File: src/sv/blf_pkg.sv
// blf_pkg: shared constants, codes and types of the line rasterizer framebuffer
// used by every module of the block; no dependencies
`default_nettype none
package blf_pkg;

   localparam int MAX_WIDTH  = 1024;
   localparam int MAX_HEIGHT = 768;

   localparam int COL_W     = $clog2(MAX_WIDTH);
   localparam int ROW_W     = $clog2(MAX_HEIGHT);
   localparam int ADDR_W    = ROW_W + COL_W;
   localparam int MEM_DEPTH = MAX_HEIGHT << COL_W;

   localparam int COORD_W = 12;
   localparam int POS_W   = COORD_W + 1;
   localparam int DEC_W   = 16;
   localparam int PIX_W   = 8;
   localparam int CNT_W   = 13;
   localparam int AW_W    = 11;
   localparam int AH_W    = 10;
   localparam int CMD_W   = 2;
   localparam int PADDR_W = 3;
   localparam int PDATA_W = 32;

   localparam logic [CMD_W-1:0] CMD_DRAW  = 2'd0;
   localparam logic [CMD_W-1:0] CMD_READ  = 2'd1;
   localparam logic [CMD_W-1:0] CMD_CLEAR = 2'd2;

   localparam logic REG_WIDTH  = 1'b0;
   localparam logic REG_HEIGHT = 1'b1;

   localparam logic [AW_W-1:0] WIDTH_RESET  = 11'd1024;
   localparam logic [AH_W-1:0] HEIGHT_RESET = 10'd768;

   typedef enum logic [2:0] {
      ST_IDLE,
      ST_SETUP,
      ST_DRAW,
      ST_READ,
      ST_READ_WAIT,
      ST_CLEAR,
      ST_FINISH
   } blf_state_type;

   typedef struct packed {
      logic [AW_W-1:0] width;
      logic [AH_W-1:0] height;
   } blf_win_type;

   typedef struct packed {
      logic load;
      logic setup;
      logic step;
      logic clr_step;
      logic rd_issue;
      logic rd_capture;
      logic out_load;
   } blf_cmd_type;

   typedef struct packed {
      logic draw_last;
      logic clr_last;
      logic win_empty;
   } blf_stat_type;

endpackage
`default_nettype wire

File: src/sv/blf_ctrl.sv
// blf_ctrl: command sequencer for draw, read and clear, and result word valid
// depends on blf_pkg
`default_nettype none
module blf_ctrl (
   input  wire logic                       clock,
   input  wire logic                       reset,
   input  wire logic                       req_valid,
   input  wire logic [blf_pkg::CMD_W-1:0]  req_cmd,
   output      logic                       req_ready,
   output      logic                       rsp_valid,
   input  wire logic                       rsp_ready,
   input  wire blf_pkg::blf_stat_type      stat,
   output      blf_pkg::blf_cmd_type       ctl
);
   import blf_pkg::*;

   blf_state_type state_ff, state_in;
   logic          rsp_valid_ff, rsp_valid_in;
   logic          accept;
   logic          out_busy;

   assign req_ready = (state_ff == ST_IDLE);
   assign accept    = req_valid && req_ready;
   assign out_busy  = rsp_valid_ff && !rsp_ready;
   assign rsp_valid = rsp_valid_ff;

   always_comb begin
      state_in = state_ff;
      case (state_ff)
         ST_IDLE: begin
            if (req_valid) begin
               case (req_cmd)
                  CMD_DRAW:  state_in = ST_SETUP;
                  CMD_READ:  state_in = ST_READ;
                  CMD_CLEAR: state_in = stat.win_empty ? ST_FINISH : ST_CLEAR;
                  default:   state_in = ST_FINISH;
               endcase
            end
         end
         ST_SETUP:     state_in = ST_DRAW;
         ST_DRAW: begin
            if (stat.draw_last) begin
               state_in = ST_FINISH;
            end
         end
         ST_READ:      state_in = ST_READ_WAIT;
         ST_READ_WAIT: state_in = ST_FINISH;
         ST_CLEAR: begin
            if (stat.clr_last) begin
               state_in = ST_FINISH;
            end
         end
         ST_FINISH: begin
            if (!out_busy) begin
               state_in = ST_IDLE;
            end
         end
         default:      state_in = ST_IDLE;
      endcase
   end

   always_comb begin
      ctl            = '0;
      ctl.load       = accept;
      ctl.setup      = (state_ff == ST_SETUP);
      ctl.step       = (state_ff == ST_DRAW);
      ctl.rd_issue   = (state_ff == ST_READ);
      ctl.rd_capture = (state_ff == ST_READ_WAIT);
      ctl.clr_step   = (state_ff == ST_CLEAR);
      ctl.out_load   = (state_ff == ST_FINISH) && !out_busy;
   end

   always_comb begin
      rsp_valid_in = rsp_valid_ff;
      if (ctl.out_load) begin
         rsp_valid_in = 1'b1;
      end else if (rsp_ready) begin
         rsp_valid_in = 1'b0;
      end
   end

   always_ff @(posedge clock) begin
      if (reset) begin
         state_ff     <= ST_IDLE;
         rsp_valid_ff <= 1'b0;
      end else begin
         state_ff     <= state_in;
         rsp_valid_ff <= rsp_valid_in;
      end
   end

endmodule
`default_nettype wire

File: config.mk
export PLATFORM = sky130hd
export DESIGN_NAME = blf_ctrl
export DESIGN_NICKNAME = d
export VERILOG_FILES = /design/src/sv/blf_pkg.sv /design/src/sv/blf_ctrl.sv
export SDC_FILE = /design/constraint.sdc
export NUM_CORES = 1
export LEC_CHECK = 0
export BUFFER_PORTS_ARGS = -buffer_cell sky130_fd_sc_hd__buf_2
export CAP_MARGIN = 30
export CORE_AREA = 2 2 39 41
export DETAILED_ROUTE_END_ITERATION = 10
export DIE_AREA = 0 0 41 43
export SLEW_MARGIN = 20
export SYNTH_ARGS = -nofsm -noshare
export SYNTH_HDL_FRONTEND = slang
export SYNTH_SLANG_ARGS = --single-unit
File: constraint.sdc
create_clock -name clock -period 1.88 [get_ports clock]
set_input_delay 0.47 -clock clock [delete_from_list [all_inputs] [get_ports clock]]
set_output_delay 0.47 -clock clock [all_outputs]
set_load 0.03 [all_outputs]
==> results.tsv <==
metric	value	unit
ys_seq_area_share	26.78	%
hold_class	input pin to flip-flop	
dieWidth	41	um
synth_ff_type	dfxtp_1	
htreeDepth	1	
layout-drive-gt1-share	40.74	%
synthDistinctLibCells	22	
gp_congestion	0.7442	
drt_iter0_drc	9	
ys.warnings.count	0	
cp.arrival	1290	ps
rr_startpoint	state_ff[2]$_SDFFE_PP0P_	
run_status	finished clean	
ys_seq_elements	4	
cp_max_fo	11	
r2r_slack	720	ps
rr_endpoint	state_ff[2]$_SDFFE_PP0P_	
p_leak	0.0001842	uW
cpPeakStageDelay	550	ps
cts_buffers	3	
dieHeight	43	um
min_delay_path_depth	2	
min_period_over_period	93.35	%
startpoint_type	flip-flop	
hold-path-endpoint	state_ff[2]$_SDFFE_PP0P_	
post_cts_buffers	0	
max-cap-violations	0	
critical-path-slowest-cell	dfxtp_1	
synthCells	38	
io_buffers	17	
place_ws	321.9	ps
antenna_cells	0	
clock_skew	3.524	ps
cts_buffer_depth	2	
clk_transition_reported_paths	40	ps
grt_pass1_wl	1.124	mm
ctsResizeCount	0	
period_minus_slack	1755	ps
hpwl	568	um
rsz0062_at_grt	false	
path_buf_inv	1	
finalHoldViolations	0	
tightest_slew	396.4	ps
io_pins	18	
vias_per_cell	4.571	
worstHoldStart	reset	
cts.sinks	4	
syn_nets	47	
clock_latency	230	ps
placementRows	14	
critPathKind	flip-flop to output port	
netlist_area	299.0	um2
wire_per_inst	10.04	um
dr.pass1.iters	4	
power_density	901.8	nW/um2
critPathTopFamily	flip-flops	
fin_ws	124.9	ps
area_delta_synth_final	30.13	%
die_area	1763	um2
overflow	0	
routed-via-count	320	
setup_tns	0	ps
slew_headroom	73.53	%
grt_max_degree	13	
setup_viol	0	
core_area	1384	um2
grt_pass1_vias	288	
synth.avg_cell_area	7.869	um2
required	1410	ps
wl	703	um
start_util	21.61	%
fmax	0.5698	GHz
dp.cells	67	
drc	0	
cts-root-buf	clkbuf_4	
multiInputGateArea	173.9	um2
drv_slew	0	
cp-end-kind	output port	
final_cells	70	
async_reset_ff_share	0	%
register_area	80.08	um2
cp_cell_sequence	nand2b_1 -> nor2_1 -> buf_2	
synth_edf_count	0	
ir_worst_vdd	0.0004156	V
fillCellCount	156	
r2r_cells	3	
fin_nets	65	
antenna_found_initial	0	
cts_hold_buf	0	
cts_tree	yes	
antenna_left	0	
track_usage	9.859	%
## metrics by stage
step	hold slack, ps	area, um2	power (uW)	utilization [%]
final	445.0	389.1	350.9	28.12
after global routing	446.5	389.1	380.0	28.12
after CTS	438.5	389.1	360.0	28.12
after detailed placement	550.4	366.6	247.5	26.49
after global placement	543.8	366.6	246.5	26.49
after floorplan	539.1	299.0	227.6	-
## cell type report
type,instances,share of cell area [%]
clock buffers,3,5.788
repair buffers,17,21.86
inverters,2,1.929
multi-input cells,28,44.69
flip-flops and latches,4,20.58
well taps,16,5.145
## layout by cell type (no fill, tap or decap), types with 3 or more instances in the layout
master	Yosys	final
dfxtp_1	4	4
buf_2	0	17
clkbuf_4	0	3
nor2_1	5	5
## metal layers
| layer | track usage, % | vias to the layer above | wire length (um) |
|---|---|---|---|
| li1 | - | 164 | - |
| met1 | 13.27 | 136 | 316 |
| met2 | 11.25 | 18 | 298 |
| met3 | 6.283 | 2 | 74 |
| met4 | 6.000 | 0 | 14 |
| met5 | 0 | - | 0 |
## worst max path at each step
stage / from / to / cells after the start
after detailed placement: rsp_ready / ctl[0] / 5
final: state_ff[2]$_SDFFE_PP0P_ / ctl[0] / 3
after CTS: state_ff[2]$_SDFFE_PP0P_ / ctl[0] / 3
after floorplan: state_ff[1]$_SDFFE_PP0P_ / ctl[4] / 2
after global placement: rsp_ready / ctl[0] / 5
after global routing: state_ff[2]$_SDFFE_PP0P_ / ctl[0] / 3
## cells in the mapped netlist, types with 2 or more instances
cell type | n | share of area (%)
nor2b_1 | 2 | 4.2
o21ai_0 | 2 | 3.3
dfxtp_1 | 4 | 27
buf_6 | 2 | 7.5
a21oi_1 | 2 | 3.3
nand2_1 | 2 | 2.5
and2_1 | 2 | 4.2
buf_4 | 2 | 5.0
nand2b_1 | 2 | 4.2
nor2_1 | 5 | 6.3
inv_1 | 2 | 2.5
## cells by family after synthesis
logic type	synth area share (%)
buf+inv	15.06
compound gates	20.08
simple gates	38.08
flops	26.78
## report_power, final
part | switching, uW | total, uW | internal, uW
Clock | 34.9 | 106 | 71.4
Combinational | 76.7 | 124 | 47.6
Sequential | 25.3 | 120 | 95.0
## state kept, by name, indices dropped and copies added (netlist names)
name / count
rsp_valid: 1
state_ff: 3
## worst register-to-register path, delay by kind of cell (launching register included)
family / cells / cell delay (ps)
flops: 1 / 550
compound gates: 1 / 290
simple gates: 2 / 250
(Power assumes the default switching activity.)
