File: config.mk
export PLATFORM = sky130hd
export DESIGN_NAME = blf_csr
export DESIGN_NICKNAME = d
export VERILOG_FILES = /design/src/sv/blf_pkg.sv /design/src/sv/blf_csr.sv
export SDC_FILE = /design/constraint.sdc
export NUM_CORES = 1
export LEC_CHECK = 0
export ABC_AREA = 1
export BUFFER_PORTS_ARGS = -buffer_cell sky130_fd_sc_hd__buf_2
export CAP_MARGIN = 25
export CORE_MARGIN = 1.5
export CORE_UTILIZATION = 40
export DETAILED_ROUTE_END_ITERATION = 16
export GPL_TIMING_DRIVEN = 0
export PLACE_DENSITY_LB_ADDON = 0.25
export SYNTH_ARGS = -nofsm -noshare
export SYNTH_HDL_FRONTEND = slang
export SYNTH_SLANG_ARGS = --single-unit
File: constraint.sdc
create_clock -name clock -period 1.55 [get_ports clock]
set_clock_uncertainty 0.1 [all_clocks]
set_input_delay 0.31 -clock clock [delete_from_list [all_inputs] [get_ports clock]]
set_output_delay 0.31 -clock clock [all_outputs]
set_load 0.05 [all_outputs]
File: src/sv/blf_pkg.sv
// blf_pkg: shared constants, codes and types of the line rasterizer framebuffer
// used by every module of the block; no dependencies
`default_nettype none
package blf_pkg;

   localparam int MAX_WIDTH  = 1024;
   localparam int MAX_HEIGHT = 768;

   localparam int COL_W     = $clog2(MAX_WIDTH);
   localparam int ROW_W     = $clog2(MAX_HEIGHT);
   localparam int ADDR_W    = ROW_W + COL_W;
   localparam int MEM_DEPTH = MAX_HEIGHT << COL_W;

   localparam int COORD_W = 12;
   localparam int POS_W   = COORD_W + 1;
   localparam int DEC_W   = 16;
   localparam int PIX_W   = 8;
   localparam int CNT_W   = 13;
   localparam int AW_W    = 11;
   localparam int AH_W    = 10;
   localparam int CMD_W   = 2;
   localparam int PADDR_W = 3;
   localparam int PDATA_W = 32;

   localparam logic [CMD_W-1:0] CMD_DRAW  = 2'd0;
   localparam logic [CMD_W-1:0] CMD_READ  = 2'd1;
   localparam logic [CMD_W-1:0] CMD_CLEAR = 2'd2;

   localparam logic REG_WIDTH  = 1'b0;
   localparam logic REG_HEIGHT = 1'b1;

   localparam logic [AW_W-1:0] WIDTH_RESET  = 11'd1024;
   localparam logic [AH_W-1:0] HEIGHT_RESET = 10'd768;

   typedef enum logic [2:0] {
      ST_IDLE,
      ST_SETUP,
      ST_DRAW,
      ST_READ,
      ST_READ_WAIT,
      ST_CLEAR,
      ST_FINISH
   } blf_state_type;

   typedef struct packed {
      logic [AW_W-1:0] width;
      logic [AH_W-1:0] height;
   } blf_win_type;

   typedef struct packed {
      logic load;
      logic setup;
      logic step;
      logic clr_step;
      logic rd_issue;
      logic rd_capture;
      logic out_load;
   } blf_cmd_type;

   typedef struct packed {
      logic draw_last;
      logic clr_last;
      logic win_empty;
   } blf_stat_type;

endpackage
`default_nettype wire

File: src/sv/blf_csr.sv
// blf_csr: window size registers behind the apb-style port, clamped to the store
// depends on blf_pkg
`default_nettype none
module blf_csr (
   input  wire logic                        clock,
   input  wire logic                        reset,
   input  wire logic                        psel,
   input  wire logic                        penable,
   input  wire logic                        pwrite,
   input  wire logic [blf_pkg::PADDR_W-1:0] paddr,
   input  wire logic [blf_pkg::PDATA_W-1:0] pwdata,
   output      logic [blf_pkg::PDATA_W-1:0] prdata,
   output      logic                        pready,
   output      blf_pkg::blf_win_type        win
);
   import blf_pkg::*;

   logic [AW_W-1:0] width_ff, width_in;
   logic [AH_W-1:0] height_ff, height_in;
   logic            wr_en;

   assign pready = 1'b1;
   assign wr_en  = psel && penable && pwrite;

   always_comb begin
      width_in  = width_ff;
      height_in = height_ff;
      if (wr_en && (paddr[2] == REG_WIDTH)) begin
         width_in = pwdata[AW_W-1:0];
      end
      if (wr_en && (paddr[2] == REG_HEIGHT)) begin
         height_in = pwdata[AH_W-1:0];
      end
   end

   always_ff @(posedge clock) begin
      if (reset) begin
         width_ff  <= WIDTH_RESET;
         height_ff <= HEIGHT_RESET;
      end else begin
         width_ff  <= width_in;
         height_ff <= height_in;
      end
   end

   assign prdata = (paddr[2] == REG_HEIGHT) ? PDATA_W'(height_ff) : PDATA_W'(width_ff);

   assign win.width  = (32'(width_ff) > MAX_WIDTH) ? AW_W'(MAX_WIDTH) : width_ff;
   assign win.height = (32'(height_ff) > MAX_HEIGHT) ? AH_W'(MAX_HEIGHT) : height_ff;

endmodule
`default_nettype wire

==> results of run 1 <==
cells by family (layout without fill, tap and decap cells):
| logic type | Yosys count | after routing |
|---|---|---|
| compound gates | 30 | 30 |
| simple gates | 89 | 89 |
| buf+inv | 54 | 117 |
| other cells | 2 | 22 |
| flops | 21 | 21 |
metal layers:
| metal | vias to the layer above | GRT usage, % | share of wire (%) |
|---|---|---|---|
| met4 | 0 | 5.84 | 1.2 |
| li1 | 717 | - | - |
| met3 | 4 | 1.98 | 4.9 |
| met1 | 607 | 21.8 | 42 |
| met5 | - | 0 | 0 |
| met2 | 53 | 31.1 | 52 |
state kept, by name (all words and copies together), names as in the netlist:
name and flops:
width_ff 11, height_ff 10
where the power goes:
part           switching [mW]  leakage (nW)  internal [mW]  total, mW
Clock                   0.169        0.0177         0.0962      0.265
Sequential             0.0145         0.178          0.562      0.576
Combinational           0.429         0.847          0.227      0.655
area by class of cell:
class	count	area (um^2)	area share (%)
buffer	31	220	10.5
clock buffer	3	22.5	1.07
clock inverter	1	5.00	0.238
inverter	23	86.3	4.10
multi-input combinational	141	768	36.5
sequential	21	445	21.2
tap	33	41.3	1.96
timing repair buffer	59	517	24.5
through the flow:
stage / setup TNS [ns] / util (%)
2_1_floorplan: -3.79 / -
3_3_place_gp: -1.70 / 54.0
3_5_place_dp: -1.92 / 54.0
4_1_cts: -3.98 / 61.3
5_1_grt: -6.97 / 70.1
6_report: -5.07 / 70.1
worst paths after layout:
check / start / end / slack, ns / cells past startpoint
setup / recovery: width_ff[9]$_SDFFE_PP0P_ / win[16] / -0.33 / 7
hold / removal: pwdata[10] / width_ff[10]$_SDFFE_PP1P_ / 0.11 / 3
setup reg to reg: height_ff[5]$_SDFFE_PP0P_ / height_ff[5]$_SDFFE_PP0P_ / 0.68 / 3
hold reg to reg: height_ff[8]$_SDFFE_PP1P_ / height_ff[8]$_SDFFE_PP1P_ / 0.40 / 2
worst max-delay path, cell delays in order, from the launching register on:
cell     delay [ns]
dfxtp_2        0.35
nor2_2         0.12
nand3_2        0.10
nor2_4         0.13
nor2_4         0.06
buf_12         0.15
nor2_2         0.09
buf_6          0.16
synthesized netlist by cell type:
cell type,n
nor2_1,64
nor2_2,2
clkbuf_1,5
inv_1,20
o21ai_0,27
buf_4,22
o21ai_1,2
buf_2,2
nand2_1,15
inv_2,3
nor2_4,1
nand3_1,6
buf_6,2
nand3_2,1
dfxtp_1,21
a21oi_1,1
conb_1,2
timing repair:
| item | CTS | global route |
|---|---|---|
| gates resized for setup | 68 | 68 |
| gates cloned | 0 | 0 |
| pin swaps | 1 | 7 |
| hold buffers | 0 | 0 |
| buffers inserted | 2 | 9 |
| setup endpoints to repair | 28 | 28 |
| hold endpoints to repair | 0 | 0 |
==> run_results.csv, run 1 <==
group,metric,value,unit
run_status,outcome,"finished with violations",
run_status,violations,"setup timing",
placement,dp.cells,297,
finish,layout_commonest_cell,"nor2_1",
synthesis,synth_fa_ha_area_share,0,%
floorplanning,start_util,41.3,%
setup_path,crit_required,1.14,ns
synthesis,synth-seq-area-share,33.9,%
finish,fin_cells,312,
synthesis,synth.cell_area,0.00124,mm^2
timing,rsz0062_at_grt,"yes",
pwr,pwr_density_cell,711,mW/mm^2
synthesis,synth.largest_area_cell,"dfxtp_1",
timing,finalSetupViolations,18,
min_path,hold_class,"primary input to flop",
timing,slew_violations,0,
routing,wl_per_cell,10.4,um
setup_path,critPathMaxFanout,9,
timing,hold_viol_final,0,
floorplanning,rows,20,
pwr,worst_ir_drop_vdd,0.000388,V
cts,cts-buffers-inserted,3,
cts,clk_latency,0.30,ns
setup_path,critical_path_class,"flop to output pin",
timing,fin_crit,1.88,ns
floorplanning,die_x,58.7,um
setup_path,start_kind,"flop",
finish,nets,320,
floorplanning,die_h,58.7,um
floorplanning,die_area,0.00345,mm^2
global_route,gr-total-overflow,0,
placement,pre_cts_ws,-0.247,ns
routing,drc,0,
pwr,p_leak,1.04,nW
synthesis,synth-compound-area-share,12.1,%
cts,clk_path_buf_depth,2,
synthesis,synthDominantCellAreaShare,33.9,%
synthesis,synth_top_family_by_area,"simple AND/OR/NAND/NOR gates",
finish,final_cell_mix,"nor2_1, buf_4, buf_6",
floorplanning,ios,94,
global_route,grt_first_pass_wirelength,4670,um
cts,clk_root_buffer_cell,"clkbuf_4",
routing,num_vias,1381,
routing,final_antenna_net_count,0,
synthesis,ys_top_cells_by_area,"dfxtp_1, nor2_1, buf_4",
placement,dpl-instance-area,0.00162,mm^2
global_route,antenna_found_initial,0,
setup_path,crit_arrival,1.47,ns
placement,portBuffers,48,
cts,clkTransAtPathRegs,0.12,ns
floorplanning,core_area,0.00300,mm^2
synthesis,synth-xor-area-share,0,%
cts,htreeDepth,1,
finish,fillers,262,
timing,fmax,0.532,GHz
routing,firstDrtPassIters,4,
timing,setup_slack,-0.329,ns
synthesis,yosys_warnings,0,
global_route,grt_start_max_net_pins,13,
cts,cts_tree,"built",
routing,routed_via_density,4.43,
synthesis,synth-simple-area-share,29.0,%
finish,antenna_cells,0,
finish,drive_above_1_share,56.6,%
global_route,grt_pass1_vias,1108,
run,maxCapViolations,0,
finish,design_area,0.00211,mm^2
synthesis,avgSynthCellArea,6.33,um^2
setup_path,endpoint_kind,"output pin",
placement,hpwl,2280,um
synthesis,muxShareOfSynthArea,0,%
timing,whs,0.114,ns
synthesis,ys_types,17,
placement,place.gp.congestion,0.852,
timing,min_period_over_period,121,%
global_route,grt_usage,17.5,%
cts,clock-sinks,21,
synthesis,ys_seq_elements,21,
routing,finalWirelength,3250,um
finish,area_growth,69.7,%
routing,drt-initial-drc-count,44,
pwr,fin_total_pwr,1.50,mW
synthesis,synth_cells,196,
Power figures use the tool's default switching activity.
==> inputs of run 2 (changes only) <==
==> constraint.sdc (replaced) <==
create_clock -name clock -period 2.05 [get_ports clock]
set_clock_uncertainty 0.1 [all_clocks]
set_input_delay 0.41 -clock clock [delete_from_list [all_inputs] [get_ports clock]]
set_output_delay 0.41 -clock clock [all_outputs]
set_load 0.05 [all_outputs]
==> run 2 against run 1 <==
Hold slack better by 0.096 ns. Combinational power down 46%. Cell area down 21%. Die area unchanged. Global-route usage down 0.75 points. The run now ends clean. Sequential power down 25%.
==> run_results.csv, run 2 (synthesis gave the netlist of run 1 again) <==
group,metric,value,unit
run_status,outcome,"finished, final reports clean",
finish,largest_register_ffs,11,
finish,largest-register,"width_ff",
min_path,hold_start,"reset",
routing,num_vias,1232,
placement,dpl-instance-area,0.00160,mm^2
setup_path,critPathMaxFanout,8,
finish,drive_above_1_share,32.5,%
setup_path,slowest_delay,0.35,ns
routing,drc,0,
timing,hold_viol_final,0,
timing,slew_violations,0,
floorplanning,die_x,58.7,um
floorplanning,core_area,0.00300,mm^2
global_route,grt_first_pass_wirelength,4470,um
timing,min_period_over_period,93.7,%
setup_path,crit_arrival,1.41,ns
finish,design_area,0.00166,mm^2
routing,firstDrtPassIters,4,
global_route,grt_start_max_net_pins,13,
finish,nets,309,
cts,clk_root_buffer_cell,"clkbuf_4",
placement,place.gp.congestion,0.855,
cts,cts_hold_buffers,0,
global_route,gr-total-overflow,0,
timing,setup_slack,0.128,ns
timing,fmax,0.520,GHz
routing,drt-initial-drc-count,24,
cts,htreeDepth,1,
setup_path,crit_required,1.54,ns
setup_path,start_kind,"flop",
routing,finalWirelength,2760,um
setup_path,r2r_cells,2,
floorplanning,rows,20,
setup_path,crit_start,"height_ff[4]$_SDFFE_PP0P_",
run,maxCapViolations,0,
pwr,p_comb_share,35.9,%
cts,cts_tree,"built",
pwr,p_switching,0.399,mW
setup_path,rrSetupSlack,1.28,ns
placement,pre_cts_ws,0.206,ns
cts,clock-sinks,21,
setup_path,crit_path_frequent_cell,"nor2_1",
global_route,grt_pass1_vias,1020,
cts,cts-buffers-inserted,3,
floorplanning,die_area,0.00345,mm^2
min_path,hold_depth,3,
finish,area_growth,33.8,%
placement,dp.cells,297,
finish,antenna_cells,0,
floorplanning,die_h,58.7,um
pwr,p_seq_share,44.0,%
setup_path,worst-path-buf-inv,1,
routing,wl_per_cell,9.16,um
pwr,clkPwrFrac,20.2,%
timing,finalSetupTns,0,ns
min_path,worstHoldEndpoint,"width_ff[10]$_SDFFE_PP1P_",
finish,fin_cells,301,
setup_path,r2r-start,"height_ff[0]$_SDFFE_PP0P_",
setup_path,r2r-end,"height_ff[0]$_SDFFE_PP0P_",
pwr,worst_ir_drop_vdd,0.000308,V
finish,reg_top3,"width_ff x11, height_ff x10",
cts,clk_path_buf_depth,2,
routing,final_antenna_net_count,0,
routing,routed_via_density,4.09,
setup_path,critical_path_class,"flop to output pin",
cts,cts-resized-gates,0,
pwr,p_leak,0.914,nW
placement,hpwl,2260,um
setup_path,slowest_stage,"dfxtp_1",
global_route,grt_usage,16.7,%
pwr,pwr_density_cell,594,mW/mm^2
timing,finalSetupViolations,0,
cts,clk_latency,0.30,ns
cts,post_cts_buffers,0,
pwr,power.internal,0.587,mW
floorplanning,ios,94,
global_route,antenna_found_initial,0,
setup_path,endpoint_kind,"output pin",
cts,clkTransAtPathRegs,0.12,ns
placement,portBuffers,48,
setup_path,crit_chain,"nor2_1, nand3_1, nor2_1, nor2_2, nor2_1, buf_2",
finish,layout_commonest_cell,"nor2_1",
min_path,hold_class,"primary input to flop",
finish,final_cell_mix,"nor2_1, buf_2, buf_4",
setup_path,cp_top_family,"simple AND/OR/NAND/NOR gates",
timing,fin_crit,1.92,ns
floorplanning,start_util,41.3,%
pwr,switching_share,40.5,%
[run 2: cell count changes in the layout (fill, tap and decap cells not counted), sizes merged]
cell / delta
buf: -12
clkbuf: +1
[run 2: power groups by stage]
stage | Combinational (mW) | Clock, mW | Sequential, mW
final | 0.354 | 0.199 | 0.434
after global routing | 0.378 | 0.220 | 0.436
after CTS | 0.345 | 0.201 | 0.433
after detailed placement | 0.344 | 0 | 0.443
after global placement | 0.344 | 0 | 0.442
after floorplan | 0.284 | 0 | 0.439
[run 2: area by class of cell]
class	instances	area [um^2]
timing repair buffer	48	265
clock buffer	3	22.5
inverter	23	86.3
tap	33	41.3
buffer	31	216
clock inverter	1	5.00
fill	323	1340
multi-input combinational	141	603
sequential	21	420
[run 2: metrics by stage]
stage	util, %	power, mW	hold WS (ns)
after floorplan	-	0.724	0.370
after global placement	53.2	0.786	0.392
after detailed placement	53.2	0.787	0.393
after CTS	54.1	0.979	0.203
after global routing	55.3	1.03	0.218
final	55.3	0.986	0.210
[run 2: how the worst max path moves through the flow]
stage,endpoint,cells after the start
after floorplan,prdata[1],2
after global placement,prdata[0],5
after detailed placement,prdata[0],5
after CTS,win[4],6
after global routing,win[15],6
final,win[4],6
[run 2: per-layer routing]
metal	global-route usage, %	part of all wire, %	vias to the layer above
met5	0	0	-
met4	7.47	1.5	0
met3	1.98	7.5	4
met2	25.0	42	51
met1	24.1	49	482
li1	-	-	695
[run 2: worst min-delay path, cell delays in order]
cell     delay, ns
buf_2         0.09
a21oi_1       0.03
o21ai_0       0.05
